$ cat src/rtl/assert_macros.svh
// ----------------------------------------------------------------------------
// assert_macros.svh
// Assertion shorthands used by the top-level RTL file of the position filter.
// ----------------------------------------------------------------------------
`ifndef ASSERT_MACROS_SVH
`define ASSERT_MACROS_SVH

// Same-cycle implication, disabled while reset is held.
`define ASSERT_IMPLIES(label, clk, rst_n, ante, cons, msg) \
  label: assert property (@(posedge clk) disable iff (!rst_n) (ante) |-> (cons)) \
    else $error(msg);

// Next-cycle implication, disabled while reset is held.
`define ASSERT_NEXT(label, clk, rst_n, ante, cons, msg) \
  label: assert property (@(posedge clk) disable iff (!rst_n) (ante) |=> (cons)) \
    else $error(msg);

`endif

$ cat src/rtl/aof_pkg.sv
// ----------------------------------------------------------------------------
// aof_pkg
// Types, constants and helper functions of the position outlier filter.
// ----------------------------------------------------------------------------
package aof_pkg;

  localparam int unsigned SMP_W  = 12;
  localparam int unsigned POS_W  = 10;
  localparam int unsigned PROD_W = SMP_W + POS_W;
  localparam int unsigned IDX_W  = 2;

  localparam logic [SMP_W-1:0] FULL_SCALE = 12'hFFF;

  // Configuration register indexes.
  localparam logic [IDX_W-1:0] CFG_FILTER_MODE    = 2'd0;
  localparam logic [IDX_W-1:0] CFG_FIELD_SIZE     = 2'd1;
  localparam logic [IDX_W-1:0] CFG_PADDLE_SIZE    = 2'd2;
  localparam logic [IDX_W-1:0] CFG_MOVE_THRESHOLD = 2'd3;

  // Reset values.
  localparam logic [SMP_W-1:0] RST_LAST_SAMPLE    = 12'h0FF;
  localparam logic             RST_FILTER_MODE    = 1'b1;
  localparam logic [POS_W-1:0] RST_FIELD_SIZE     = 10'd240;
  localparam logic [POS_W-1:0] RST_PADDLE_SIZE    = 10'd30;
  localparam logic [POS_W-1:0] RST_MOVE_THRESHOLD = 10'd2;

  // Candidate result handed from the window stage to the report stage.
  typedef struct packed {
    logic             direct;
    logic [POS_W-1:0] pos_a;
    logic [POS_W-1:0] pos_b;
  } aof_cand_t;

  function automatic logic [POS_W-1:0] abs_diff(input logic [POS_W-1:0] a,
                                                input logic [POS_W-1:0] b);
    return (a > b) ? (a - b) : (b - a);
  endfunction

  // Quotient by 4095: x = q*4096 + lo = q*4095 + (q + lo), and q + lo stays
  // below twice 4095, so a single correction step is enough.
  function automatic logic [POS_W-1:0] div_full_scale(input logic [PROD_W-1:0] x);
    logic [POS_W-1:0] q;
    logic [SMP_W:0]   r;
    logic [POS_W:0]   qc;
    q  = x[PROD_W-1:SMP_W];
    r  = {1'b0, x[SMP_W-1:0]} + {3'b000, q};
    qc = {1'b0, q} + {{POS_W{1'b0}}, (r >= {1'b0, FULL_SCALE})};
    return qc[POS_W-1:0];
  endfunction

endpackage

$ cat src/rtl/aof_scaler.sv
// ----------------------------------------------------------------------------
// aof_scaler
// Two-stage sample-to-position scaler: multiply by the span, then divide by
// full scale through a reciprocal-free quotient with one correction.
// ----------------------------------------------------------------------------
module aof_scaler (
  input  logic                        clk,
  input  logic                        ld_mul,
  input  logic                        ld_div,
  input  logic [aof_pkg::POS_W-1:0]   span,
  input  logic [aof_pkg::SMP_W-1:0]   value,
  output logic [aof_pkg::POS_W-1:0]   pos
);
  import aof_pkg::*;

  logic [PROD_W-1:0] prod_r, prod_nxt;
  logic [POS_W-1:0]  pos_r, pos_nxt;

  always_comb begin
    prod_nxt = value * span;
    pos_nxt  = div_full_scale(prod_r);
  end

  always_ff @(posedge clk) begin
    if (ld_mul) begin
      prod_r <= prod_nxt;
    end
    if (ld_div) begin
      pos_r <= pos_nxt;
    end
  end

  assign pos = pos_r;

endmodule

$ cat src/rtl/aof_window.sv
// ----------------------------------------------------------------------------
// aof_window
// Three-entry position ring with outlier rejection; produces the candidate
// result of one item (direct pair, or the average of the two closest entries).
// ----------------------------------------------------------------------------
module aof_window (
  input  logic                        clk,
  input  logic                        rst_n,
  input  logic                        ld,
  input  logic                        in_v,
  input  logic                        in_direct,
  input  logic [aof_pkg::POS_W-1:0]   in_pos_old,
  input  logic [aof_pkg::POS_W-1:0]   in_pos_new,
  output logic                        cand_v,
  output aof_pkg::aof_cand_t          cand
);
  import aof_pkg::*;

  logic [POS_W-1:0] ring_r [3];
  logic [1:0]       slot_r, slot_nxt;
  logic [1:0]       fill_r, fill_nxt;
  logic             cand_v_r, cand_v_nxt;
  aof_cand_t        cand_r, cand_nxt;

  logic [POS_W-1:0] w [3];
  logic [POS_W:0]   d0, d1, d2, best;
  logic [POS_W-1:0] best_v;
  logic [SMP_W-1:0] total;
  logic [SMP_W-1:0] kept;
  logic             take, ring_full;

  assign take      = ld && in_v && !in_direct;
  assign ring_full = (fill_r == 2'd2);

  always_comb begin
    for (int i = 0; i < 3; i++) begin
      w[i] = (slot_r == 2'(i)) ? in_pos_new : ring_r[i];
    end
    d0 = {1'b0, abs_diff(w[0], w[1])} + {1'b0, abs_diff(w[0], w[2])};
    d1 = {1'b0, abs_diff(w[1], w[0])} + {1'b0, abs_diff(w[1], w[2])};
    d2 = {1'b0, abs_diff(w[2], w[0])} + {1'b0, abs_diff(w[2], w[1])};
    best   = d0;
    best_v = w[0];
    if (d1 > best) begin
      best   = d1;
      best_v = w[1];
    end
    if (d2 > best) begin
      best_v = w[2];
    end
    // Dropping the first entry equal to the outlier leaves the total minus it.
    total = {2'b00, w[0]} + {2'b00, w[1]} + {2'b00, w[2]};
    kept  = total - {2'b00, best_v};
  end

  always_comb begin
    slot_nxt   = slot_r;
    fill_nxt   = fill_r;
    cand_v_nxt = cand_v_r;
    cand_nxt   = cand_r;
    if (take) begin
      slot_nxt = (slot_r == 2'd2) ? 2'd0 : slot_r + 2'd1;
      if (!ring_full) begin
        fill_nxt = fill_r + 2'd1;
      end
    end
    if (ld) begin
      cand_v_nxt = in_v && (in_direct || ring_full);
      cand_nxt.direct = in_direct;
      cand_nxt.pos_a  = in_pos_old;
      cand_nxt.pos_b  = in_direct ? in_pos_new : kept[POS_W:1];
    end
  end

  always_ff @(posedge clk) begin
    if (!rst_n) begin
      slot_r   <= 2'd0;
      fill_r   <= 2'd0;
      cand_v_r <= 1'b0;
    end else begin
      slot_r   <= slot_nxt;
      fill_r   <= fill_nxt;
      cand_v_r <= cand_v_nxt;
    end
  end

  always_ff @(posedge clk) begin
    cand_r <= cand_nxt;
    if (take) begin
      ring_r[slot_r] <= in_pos_new;
    end
  end

  assign cand_v = cand_v_r;
  assign cand   = cand_r;

endmodule

$ cat src/rtl/aof_report.sv
// ----------------------------------------------------------------------------
// aof_report
// Result register with the report decision: start position on the first
// filtered report, movement threshold on later ones.
// ----------------------------------------------------------------------------
module aof_report (
  input  logic                        clk,
  input  logic                        rst_n,
  input  logic                        ld,
  input  logic                        in_v,
  input  aof_pkg::aof_cand_t          cand,
  input  logic [aof_pkg::POS_W-1:0]   field_size,
  input  logic [aof_pkg::POS_W-1:0]   paddle_size,
  input  logic [aof_pkg::POS_W-1:0]   move_threshold,
  output logic                        out_v,
  output logic [aof_pkg::POS_W-1:0]   out_old,
  output logic [aof_pkg::POS_W-1:0]   out_new
);
  import aof_pkg::*;

  logic [POS_W-1:0] rep_r, rep_nxt;
  logic             first_r, first_nxt;
  logic             out_v_r, out_v_nxt;
  logic [POS_W-1:0] old_r, old_nxt;
  logic [POS_W-1:0] new_r, new_nxt;

  logic [POS_W:0]   need1, need2;
  logic [POS_W-1:0] start;
  logic             emit, take;

  always_comb begin
    need1 = {1'b0, paddle_size} + 11'd1;
    need2 = {1'b0, paddle_size} + 11'd2;
    start = '0;
    if ({1'b0, cand.pos_b} <= need1 && {1'b0, field_size} > need2) begin
      start = POS_W'({1'b0, field_size} - need2);
    end
    emit = cand.direct || !first_r ||
           (abs_diff(cand.pos_b, rep_r) >= move_threshold);
    take = ld && in_v && !cand.direct;
  end

  always_comb begin
    rep_nxt   = rep_r;
    first_nxt = first_r;
    out_v_nxt = out_v_r;
    old_nxt   = old_r;
    new_nxt   = new_r;
    if (take && emit) begin
      rep_nxt   = cand.pos_b;
      first_nxt = 1'b1;
    end
    if (ld) begin
      out_v_nxt = in_v && emit;
      new_nxt   = cand.pos_b;
      priority if (cand.direct) begin
        old_nxt = cand.pos_a;
      end else if (!first_r) begin
        old_nxt = start;
      end else begin
        old_nxt = rep_r;
      end
    end
  end

  always_ff @(posedge clk) begin
    if (!rst_n) begin
      rep_r   <= '0;
      first_r <= 1'b0;
      out_v_r <= 1'b0;
    end else begin
      rep_r   <= rep_nxt;
      first_r <= first_nxt;
      out_v_r <= out_v_nxt;
    end
  end

  always_ff @(posedge clk) begin
    old_r <= old_nxt;
    new_r <= new_nxt;
  end

  assign out_v   = out_v_r;
  assign out_old = old_r;
  assign out_new = new_r;

endmodule

$ cat src/rtl/adc_position_outlier_filter.sv
// A sample that yields a result shows it on out_valid after stages 1 to 5 below;
// throughput is one sample per cycle while out_stall does not back up the pipeline.
// Repeated samples, ring fill steps and sub-threshold moves yield no result.
// rst_n is synchronous and active low; it restores the register defaults and
// clears the pipeline valids and filter history.
// ----------------------------------------------------------------------------
// adc_position_outlier_filter
// Converts 12-bit converter samples into paddle positions, either directly or
// through a three-sample outlier-rejecting average with a movement threshold.
// ----------------------------------------------------------------------------
//
// Pipeline:
//   stage 1  input register; repeated samples are dropped here and the last
//            sample register is updated on every accepted transaction.
//   stage 2  sample times span, for the current and the previous sample.
//   stage 3  division by full scale (shift plus one correction).
//   stage 4  ring write, outlier pick and average (aof_window).
//   stage 5  report decision and result register (aof_report).
// Each stage loads when it is empty or when the stage after it loads, so
// bubbles collapse and the input keeps taking samples while a finished
// result waits on out_stall, until every stage holds an item. Configuration
// is expected to change only while the pipeline is empty.
`include "assert_macros.svh"

module adc_position_outlier_filter (
  input  logic                        clk,
  input  logic                        rst_n,
  input  logic                        cfg_we,
  input  logic [aof_pkg::IDX_W-1:0]   cfg_index,
  input  logic [aof_pkg::POS_W-1:0]   cfg_data,
  input  logic                        in_valid,
  output logic                        in_stall,
  input  logic [aof_pkg::SMP_W-1:0]   in_sample,
  output logic                        out_valid,
  input  logic                        out_stall,
  output logic [aof_pkg::POS_W-1:0]   out_old_position,
  output logic [aof_pkg::POS_W-1:0]   out_new_position
);
  import aof_pkg::*;

  // Configuration registers.
  logic             mode_r, mode_nxt;
  logic [POS_W-1:0] field_r, field_nxt;
  logic [POS_W-1:0] paddle_r, paddle_nxt;
  logic [POS_W-1:0] thresh_r, thresh_nxt;

  // Stage control and payload.
  logic             s1_v_r, s1_v_nxt;
  logic             s1_direct_r;
  logic [SMP_W-1:0] s1_smp_r;
  logic [SMP_W-1:0] s1_old_r;
  logic [SMP_W-1:0] last_sample_r, last_sample_nxt;
  logic             s2_v_r, s2_direct_r;
  logic             s3_v_r, s3_direct_r;
  logic             s4_v;

  logic             en1, en2, en3, en4, en5;
  logic             accept, fresh;
  logic [POS_W:0]   need;
  logic [POS_W-1:0] span;
  logic [POS_W-1:0] pos_new, pos_old;
  aof_cand_t        cand;

  // The user must hold the span fixed while items are in flight, unchecked by the block; stage 2 reads it directly.
  always_comb begin
    need = {1'b0, paddle_r} + 11'd1;
    span = ({1'b0, field_r} > need) ? POS_W'({1'b0, field_r} - need) : '0;
  end

  always_comb begin
    mode_nxt   = mode_r;
    field_nxt  = field_r;
    paddle_nxt = paddle_r;
    thresh_nxt = thresh_r;
    if (cfg_we) begin
      unique case (cfg_index)
        CFG_FILTER_MODE:    mode_nxt   = cfg_data[0];
        CFG_FIELD_SIZE:     field_nxt  = cfg_data;
        CFG_PADDLE_SIZE:    paddle_nxt = cfg_data;
        CFG_MOVE_THRESHOLD: thresh_nxt = cfg_data;
      endcase
    end
  end

  // Load enables ripple back from the result register.
  always_comb begin
    en5      = !out_valid || !out_stall;
    en4      = !s4_v || en5;
    en3      = !s3_v_r || en4;
    en2      = !s2_v_r || en3;
    en1      = !s1_v_r || en2;
    in_stall = !en1;
  end

  always_comb begin
    accept          = in_valid && en1;
    fresh           = (in_sample != last_sample_r);
    last_sample_nxt = (accept && fresh) ? in_sample : last_sample_r;
    s1_v_nxt        = en1 ? (accept && fresh) : s1_v_r;
  end

  always_ff @(posedge clk) begin
    if (!rst_n) begin
      mode_r        <= RST_FILTER_MODE;
      field_r       <= RST_FIELD_SIZE;
      paddle_r      <= RST_PADDLE_SIZE;
      thresh_r      <= RST_MOVE_THRESHOLD;
      last_sample_r <= RST_LAST_SAMPLE;
      s1_v_r        <= 1'b0;
      s2_v_r        <= 1'b0;
      s3_v_r        <= 1'b0;
    end else begin
      mode_r        <= mode_nxt;
      field_r       <= field_nxt;
      paddle_r      <= paddle_nxt;
      thresh_r      <= thresh_nxt;
      last_sample_r <= last_sample_nxt;
      s1_v_r        <= s1_v_nxt;
      if (en2) begin
        s2_v_r <= s1_v_r;
      end
      if (en3) begin
        s3_v_r <= s2_v_r;
      end
    end
  end

  always_ff @(posedge clk) begin
    if (accept) begin
      s1_smp_r    <= in_sample;
      s1_old_r    <= last_sample_r;
      s1_direct_r <= !mode_r;
    end
    if (en2) begin
      s2_direct_r <= s1_direct_r;
    end
    if (en3) begin
      s3_direct_r <= s2_direct_r;
    end
  end

  aof_scaler u_scale_new (
    .clk    (clk),
    .ld_mul (en2 && s1_v_r),
    .ld_div (en3 && s2_v_r),
    .span   (span),
    .value  (s1_smp_r),
    .pos    (pos_new)
  );

  aof_scaler u_scale_old (
    .clk    (clk),
    .ld_mul (en2 && s1_v_r),
    .ld_div (en3 && s2_v_r),
    .span   (span),
    .value  (s1_old_r),
    .pos    (pos_old)
  );

  aof_window u_window (
    .clk        (clk),
    .rst_n      (rst_n),
    .ld         (en4),
    .in_v       (s3_v_r),
    .in_direct  (s3_direct_r),
    .in_pos_old (pos_old),
    .in_pos_new (pos_new),
    .cand_v     (s4_v),
    .cand       (cand)
  );

  aof_report u_report (
    .clk            (clk),
    .rst_n          (rst_n),
    .ld             (en5),
    .in_v           (s4_v),
    .cand           (cand),
    .field_size     (field_r),
    .paddle_size    (paddle_r),
    .move_threshold (thresh_r),
    .out_v          (out_valid),
    .out_old        (out_old_position),
    .out_new        (out_new_position)
  );

  // The input only stalls when every stage holds an item behind a stalled result.
  `ASSERT_IMPLIES(a_stall_full, clk, rst_n, in_stall,
    s1_v_r && s2_v_r && s3_v_r && s4_v && out_valid && out_stall,
    "input stalled while the pipeline has room")

  // A repeated sample never enters the pipeline.
  `ASSERT_NEXT(a_repeat_dropped, clk, rst_n, accept && !fresh, !s1_v_r,
    "repeated sample entered stage 1")

  // After any accepted transaction the last sample equals that transaction's sample.
  `ASSERT_NEXT(a_last_sample, clk, rst_n, accept, last_sample_r == $past(in_sample),
    "last sample register not tracking accepted samples")

  // A new result only appears when stage 4 held an item.
  `ASSERT_IMPLIES(a_result_source, clk, rst_n, $rose(out_valid), $past(s4_v),
    "result raised without a stage 4 item")

endmodule
$ cat config.mk
export PLATFORM = sky130hd
export DESIGN_NAME = adc_position_outlier_filter
export DESIGN_NICKNAME = d
export VERILOG_FILES = /design/src/rtl/aof_pkg.sv /design/src/rtl/aof_scaler.sv /design/src/rtl/aof_window.sv /design/src/rtl/aof_report.sv /design/src/rtl/adc_position_outlier_filter.sv
export VERILOG_INCLUDE_DIRS = /design/src /design/src/rtl
export SDC_FILE = /design/constraint.sdc
export NUM_CORES = 1
export LEC_CHECK = 0
export BUFFER_PORTS_ARGS = -buffer_cell sky130_fd_sc_hd__buf_2
export CAP_MARGIN = 40
export CORE_MARGIN = 2
export CORE_UTILIZATION = 45
export DETAILED_ROUTE_END_ITERATION = 12
export PLACE_DENSITY = 0.6
export SLEW_MARGIN = 25
export SYNTH_ARGS = -nofsm -noshare
export SYNTH_HDL_FRONTEND = slang
export SYNTH_SLANG_ARGS = --single-unit
$ cat constraint.sdc
create_clock -name clk -period 14.5 [get_ports clk]
set_input_delay 2.9 -clock clk [delete_from_list [all_inputs] [get_ports clk]]
set_output_delay 2.9 -clock clk [all_outputs]
set_load 0.02 [all_outputs]
==> results of run 1 <==
[synthesized netlist by cell type (33+ instances only)]
master,instances
a21boi_0,35
a21oi_1,135
nor2b_1,42
clkbuf_1,81
nand2_1,355
o21ai_0,111
xor2_1,66
nor2_1,104
dfxtp_1,63
a21o_1,77
and2_1,113
fa_1,190
mux2i_1,85
nand3_1,67
inv_1,313
edfxtp_1,162
nor3_1,33
xnor2_1,133
ha_1,303
[power groups by stage]
stage	sequential, mW	combinational [mW]	clock, mW
2_1_floorplan	1.09	3.83	0
3_3_place_gp	1.13	4.91	0
3_5_place_dp	1.14	5.01	0
4_1_cts	1.12	5.06	0.683
5_1_grt	1.13	5.74	0.707
6_report	1.12	5.05	0.666
[logic make-up (layout without fill, tap and decap cells)]
group / Yosys count / after routing / synth area share
and+or+nand+nor: 848 / 848 / 0.158
buffers and inverters: 444 / 452 / 0.0657
DFF: 225 / 225 / 0.232
muxes: 109 / 109 / 0.0434
adders and majority gates: 500 / 500 / 0.291
AOI/OAI and AO/OA: 565 / 565 / 0.144
xor gates and xnor gates: 199 / 199 / 0.0661
[final cells by class]
class | instances | area share
Tap cell | 765 | 0.0339
Multi-Input combinational cell | 2221 | 0.656
Sequential cell | 225 | 0.217
Clock buffer | 34 | 0.0256
Clock inverter | 16 | 0.00549
Timing Repair Buffer | 88 | 0.0205
Inverter | 314 | 0.0417
[per-layer routing]
layer  up-vias  wire (µm)  part of all wire
li1       9923          -                 -
met1     10348      31900              0.44
met2       602      34500              0.48
met3       119       3380             0.047
met4         0       2190             0.030
met5         -          0                 0
[worst max-delay path: cells and delay by family (launching register included)]
family	cells	cell delay (ns)
fa+ha+maj	8	3.20
xor+xnor	1	0.17
flops	1	0.38
buf+inv	7	1.59
compound gates	22	4.34
mux	3	1.21
simple gates	8	1.27
[sequential cells by signal, summed over array words and instances, names as in the netlist, 2 cells and up]
name	cells
u_scale_new.prod_r	22
u_report.rep_r	10
thresh_r	10
u_report.out_old	10
u_window.ring_r	30
u_scale_old.prod_r	22
s1_old_r	12
u_report.out_new	10
u_scale_old.pos	10
paddle_r	10
s1_smp_r	12
u_scale_new.pos	10
u_window.fill_r	2
field_r	10
u_window.cand	21
last_sample_r	12
u_window.slot_r	2
[worst paths after layout]
check	startpoint	to	slack, ns	cells after the start
worst max-delay path	u_window.slot_r[0]$_SDFFE_PN0P_	u_window.cand[8]$_DFFE_PP_	2.18	49
worst max register to register	u_window.slot_r[0]$_SDFFE_PN0P_	u_window.cand[8]$_DFFE_PP_	2.18	49
worst min register to register	u_scale_old.pos[3]$_DFFE_PP_	u_window.cand[13]$_DFFE_PP_	0.41	0
worst min-delay path	u_scale_old.pos[3]$_DFFE_PP_	u_window.cand[13]$_DFFE_PP_	0.41	0
[cells in the final DEF (no fill, tap or decap), drive strengths merged, types with 11 or more instances in the layout]
master / instances
a211oi: 14
a21boi: 36
a21o: 77
a21oi: 138
a221oi: 11
a31oi: 19
and2: 113
and3: 12
buf: 88
clkbuf: 34
clkinv: 11
dfxtp: 63
edfxtp: 162
fa: 190
ha: 303
inv: 317
mux2: 22
mux2i: 85
nand2: 356
nand2b: 23
nand3: 67
nand4: 26
nor2: 105
nor2b: 42
nor3: 33
o21a: 20
o21ai: 112
o21bai: 21
o221ai: 12
o31ai: 12
or2: 12
xnor2: 133
xor2: 66
[stage by stage]
stage                     hold slack [ns]  cells  cell area (µm²)
after global placement              0.403   3601            27200
after CTS                           0.413   3659            28200
final                               0.411   3663            28300
after detailed placement            0.405   3609            27300
after global routing                0.423   3663            28300
after floorplan                     0.400   2890            26400
==> impl_summary.log, run 1 <==
INFO  metric run_status = finished clean
INFO  metric slew_violations = 0
INFO  metric netSwitchingPower = 3.25 mW
INFO  metric gp_congestion = 0.980
INFO  metric clock_skew = 0.0222 ns
INFO  metric sequential_group_share_of_total_power = 0.164
INFO  metric yosys_register_bits = 225
INFO  metric critical-path-slowest-cell = mux2i_1
INFO  metric met2_track_demand_over_resource = 0.407
INFO  metric drtIter0Drc = 1451
INFO  metric tritoncts.num_buffers = 27
INFO  metric dr.pass1.iters = 6
INFO  metric mean_syn_cell_area = 9.12 µm²
INFO  metric numPortBuffers = 50
INFO  metric routed_wl = 72000 µm
INFO  metric total_neg_setup_slack = 0 ns
INFO  metric multiInputGateArea = 18500 µm²
INFO  metric dp.final_hpwl = 57500 µm
INFO  metric synth.distinct_cells = 85
INFO  metric rsz_0062_raised_after_global_routing = no
INFO  metric track_usage = 0.240
INFO  metric die_area = 60500 µm²
INFO  metric max-slew-margin-rel = 0.348
INFO  metric worst-endpoint-arrival = 12.71 ns
INFO  metric clock_tree.htree_level_count = 1
INFO  metric grt_util_met3 = 0.0217
INFO  metric final.min_clock_period = 12.32 ns
INFO  metric synthDominantCellAreaShare = 0.185
INFO  metric peak_per_stage_delay_on_the_critical_path = 0.65 ns
INFO  metric layout.core_utilization = 0.489
INFO  metric synthesis.yosys.warnings = 0
INFO  metric gr-max-usage-layer = met2
INFO  metric cp_max_fo = 54
INFO  metric synthesis.nets = 3412
INFO  metric maxCapViolCount = 0
INFO  metric synth-edff-count = 162
INFO  metric synth_top_cell_by_area = edfxtp_1
INFO  metric drtAntennaViolNets = 0
INFO  metric finalHoldViolations = 0
INFO  metric detail_route.wl_per_cell = 19.6 µm
INFO  metric worst_hold_path_type = flop to flop
INFO  metric vdd_ir_max = 188 µV
INFO  metric power_frac_clock = 0.098
INFO  metric vias_per_cell = 5.73
INFO  metric globalRouteMet1Util = 0.326
INFO  metric globalRoute.totalOverflow = 0
INFO  metric finalSetupViolCount = 0
INFO  metric tritoncts = done
INFO  metric cts_root_buffer = clkbuf_16
INFO  metric die_w = 246 µm
INFO  metric pin_count = 51
INFO  metric clock_latency = 0.56 ns
INFO  metric floorplan.initialDensity = 0.456
INFO  metric path_clk_slew = 0.06 ns
INFO  metric fill_cells = 5436
INFO  metric grt_start_max_net_pins = 74
INFO  metric synth.area.top_cells = edfxtp_1 18%, fa_1 14%, ha_1 14%
INFO  metric p_leak = 12.7 nW
INFO  metric detail_route.drc_violations = 0
INFO  metric synth_area = 26400 µm²
INFO  metric power = 6.83 mW
INFO  metric antenna_found_initial = 0
INFO  metric cell_internal_pwr = 3.58 mW
INFO  metric power_frac_comb = 0.739
INFO  metric route.vias.total = 20992
INFO  metric type_of_the_setup_path_with_the_least_slack = flop to flop
INFO  metric cts.repair_timing.setup_buffer_count = 0
INFO  metric part_of_the_cycle_the_worst_path_needs = 0.850
INFO  metric drive_above_1_share = 0.0673
INFO  metric switching_share = 0.476
INFO  metric first_global_vias = 21024
INFO  metric grt_pass1_wl = 115000 µm
INFO  metric area_delta_synth_final = 7.26%
INFO  metric cts_hold_buffers = 0
INFO  metric cts_resized = 0
INFO  metric antenna_cells = 0
INFO  metric asyncSetResetFlopFracSynth = 0
INFO  metric crit_path_end_kind = flop
INFO  metric ctsLongestPathBuffers = 3
INFO  metric yosysSeqAreaShare = 0.232
INFO  metric cts.sink_count = 225
INFO  metric seqCellArea = 6130 µm²
INFO  metric die_y = 246 µm
INFO  metric placementRows = 88
INFO  metric dp_slack = 2.20 ns
INFO  metric cellPowerDensity = 242 nW/µm²
INFO  metric timing.critical_path.from_type = flop
INFO  metric netlist_instances = 2890
INFO  metric fmax = 81.1 MHz
INFO  metric finish.net_count = 3399
INFO  metric setup_slack = 2.18 ns
INFO  metric core_region_area = 57800 µm²
INFO  metric worstPathRequired = 14.88 ns
INFO  metric worst-slew-pin-transition = 0.977 ns
INFO  metric dominantRegCellSynth = edfxtp_1
(Power assumes the default switching activity.)
==> run 2: changes to the inputs <==
==> constraint.sdc (replaced) <==
create_clock -name clk -period 12.3 [get_ports clk]
set_input_delay 2.46 -clock clk [delete_from_list [all_inputs] [get_ports clk]]
set_output_delay 2.46 -clock clk [all_outputs]
set_load 0.02 [all_outputs]
==> impl_summary.log, run 2 (synthesis gave the netlist of run 1 again) <==
INFO  metric ff2ff_path_depth = 51
INFO  metric vdd_ir_max = 234 µV
INFO  metric maxCapViolCount = 0
INFO  metric rrSetupSlack = 1.03 ns
INFO  metric core_region_area = 57800 µm²
INFO  metric p_leak = 12.8 nW
INFO  metric cts_hold_buffers = 0
INFO  metric postPlaceCellArea = 27500 µm²
INFO  metric fmax = 88.7 MHz
INFO  metric type_of_the_setup_path_with_the_least_slack = flop to flop
INFO  metric cts_root_buffer = clkbuf_16
INFO  metric regToRegStartpoint = u_window.slot_r[0]$_SDFFE_PN0P_
INFO  metric rsz_0062_raised_after_global_routing = no
INFO  metric pin_count = 51
INFO  metric design_area = 28500 µm²
INFO  metric drtIter0Drc = 1417
INFO  metric layout.core_utilization = 0.494
INFO  metric fill_cells = 5517
INFO  metric clock_skew = 0.0122 ns
INFO  metric dr.pass1.iters = 5
INFO  metric cp_max_fo = 21
INFO  metric total_neg_setup_slack = 0 ns
INFO  metric globalRoute.totalOverflow = 0
INFO  metric tritoncts.num_buffers = 27
INFO  metric ctsLongestPathBuffers = 3
INFO  metric rr_endpoint = u_window.cand[8]$_DFFE_PP_
INFO  metric layoutNonFillerInstCount = 3689
INFO  metric peak_per_stage_delay_on_the_critical_path = 0.51 ns
INFO  metric routed_wl = 75200 µm
INFO  metric detail_route.wl_per_cell = 20.4 µm
INFO  metric worst_hold_path.num_cells = 0
INFO  metric finalSetupViolCount = 0
INFO  metric path_clk_slew = 0.06 ns
INFO  metric drive_above_1_share = 0.0800
INFO  metric clock_latency = 0.55 ns
INFO  metric worst-endpoint-arrival = 11.63 ns
INFO  metric die_area = 60500 µm²
INFO  metric placementRows = 88
INFO  metric tritoncts = done
INFO  metric track_usage = 0.250
INFO  metric numPortBuffers = 50
INFO  metric max-slew-margin-rel = 0.358
INFO  metric numPlacedInstances = 3634
INFO  metric area_delta_synth_final = 8.29%
INFO  metric first_global_vias = 21100
INFO  metric die_y = 246 µm
INFO  metric worstPathRequired = 12.66 ns
INFO  metric dp.final_hpwl = 60900 µm
INFO  metric vias_per_cell = 5.68
INFO  metric whs = 0.417 ns
INFO  metric hold_path_startpoint = u_scale_old.pos[9]$_DFFE_PP_
INFO  metric slew_violations = 0
INFO  metric highest_count_cells_in_the_layout_ignoring_fill_and_taps = 355 x nand2_1, 313 x inv_1, 303 x ha_1
INFO  metric crit_path_end_kind = flop
INFO  metric detail_route.drc_violations = 0
INFO  metric largest_register_ffs = 30
INFO  metric timing.critical_path.from_type = flop
INFO  metric layout.cells.most_common = nand2_1
INFO  metric finish.net_count = 3426
INFO  metric clock_tree.htree_level_count = 1
INFO  metric cellPowerDensity = 282 nW/µm²
INFO  metric antenna_cells = 0
INFO  metric critical-path-slowest-cell = fa_1
INFO  metric worst-slew-pin-transition = 0.955 ns
INFO  metric largest_registers = u_window.ring_r (30), u_scale_new.prod_r (22), u_scale_old.prod_r (22)
INFO  metric run_status = finished clean
INFO  metric grt_pass1_wl = 119000 µm
INFO  metric part_of_the_cycle_the_worst_path_needs = 0.916
INFO  metric cts.sink_count = 225
INFO  metric grt_start_max_net_pins = 74
INFO  metric route.vias.total = 20950
INFO  metric drtAntennaViolNets = 0
INFO  metric register_containing_the_most_flip_flops_in_the_final_layout = u_window.ring_r
INFO  metric gp_congestion = 0.958
INFO  metric floorplan.initialDensity = 0.456
INFO  metric final.min_clock_period = 11.27 ns
INFO  metric antenna_found_initial = 0
INFO  metric finalHoldViolations = 0
INFO  metric min_delay_worst_endpoint = u_window.cand[19]$_DFFE_PP_
INFO  metric die_w = 246 µm
INFO  metric worst_hold_path_type = flop to flop
run 2: power breakdown:
| part | internal [mW] | leakage [nW] | switching, mW | total [mW] |
|---|---|---|---|---|
| Sequential | 1.17 | 2.10 | 0.151 | 1.32 |
| Combinational | 2.59 | 10.3 | 3.33 | 5.92 |
| Clock | 0.496 | 0.441 | 0.314 | 0.810 |
| Total | 4.25 | 12.8 | 3.80 | 8.05 |
run 2: how the worst max path moves through the flow:
stage	from	endpoint	slack, ns
5_1_grt	u_window.slot_r[0]$_SDFFE_PN0P_	u_window.cand[8]$_DFFE_PP_	0.05
3_3_place_gp	u_window.slot_r[0]$_SDFFE_PN0P_	u_window.cand[8]$_DFFE_PP_	0.84
6_report	u_window.slot_r[0]$_SDFFE_PN0P_	u_window.cand[8]$_DFFE_PP_	1.03
4_1_cts	u_window.slot_r[0]$_SDFFE_PN0P_	u_window.cand[8]$_DFFE_PP_	0.67
3_5_place_dp	u_window.slot_r[0]$_SDFFE_PN0P_	u_window.cand[8]$_DFFE_PP_	0.73
2_1_floorplan	u_window.slot_r[1]$_SDFFE_PN0P_	u_window.cand[8]$_DFFE_PP_	0.56
run 2: layout make-up:
class / instances / area (µm²) / share of cell area
multi-input combinational: 2221 / 18600 / 0.651
sequential: 225 / 6130 / 0.215
inverter: 314 / 1180 / 0.0413
tap: 765 / 957 / 0.0335
timing repair buffer: 115 / 782 / 0.0274
clock buffer: 36 / 761 / 0.0267
clock inverter: 13 / 150 / 0.00526
run 2: timing repair:
item,in CTS,in global routing
setup buffers,0,3
gates resized for setup,0,13
setup endpoints to repair,0,2
run 2: metal layers:
layer / global-route usage / routed length (µm) / vias to the layer above / part of all wire
met5: 0 / 0 / - / 0
met4: 0.0651 / 2030 / 0 / 0.027
met3: 0.0217 / 3660 / 115 / 0.049
met2: 0.425 / 36300 / 578 / 0.48
met1: 0.341 / 33200 / 10301 / 0.44
li1: - / - / 9956 / -
run 2: through the flow:
stage / setup slack, ns / power, mW
3_5_place_dp: 0.728 / 7.20
4_1_cts: 0.667 / 8.07
5_1_grt: 0.0520 / 8.93
2_1_floorplan: 0.560 / 5.80
6_report: 1.03 / 8.05
3_3_place_gp: 0.835 / 7.08
run 2: worst max-delay path: cells and delay by family, from the launching register on:
family	cells	cell delay, ns
compound gates	20	3.35
xor+xnor	2	0.31
fa+ha+maj	8	2.79
buf+inv	8	1.34
flops	1	0.35
mux	3	0.65
simple gates	10	2.21
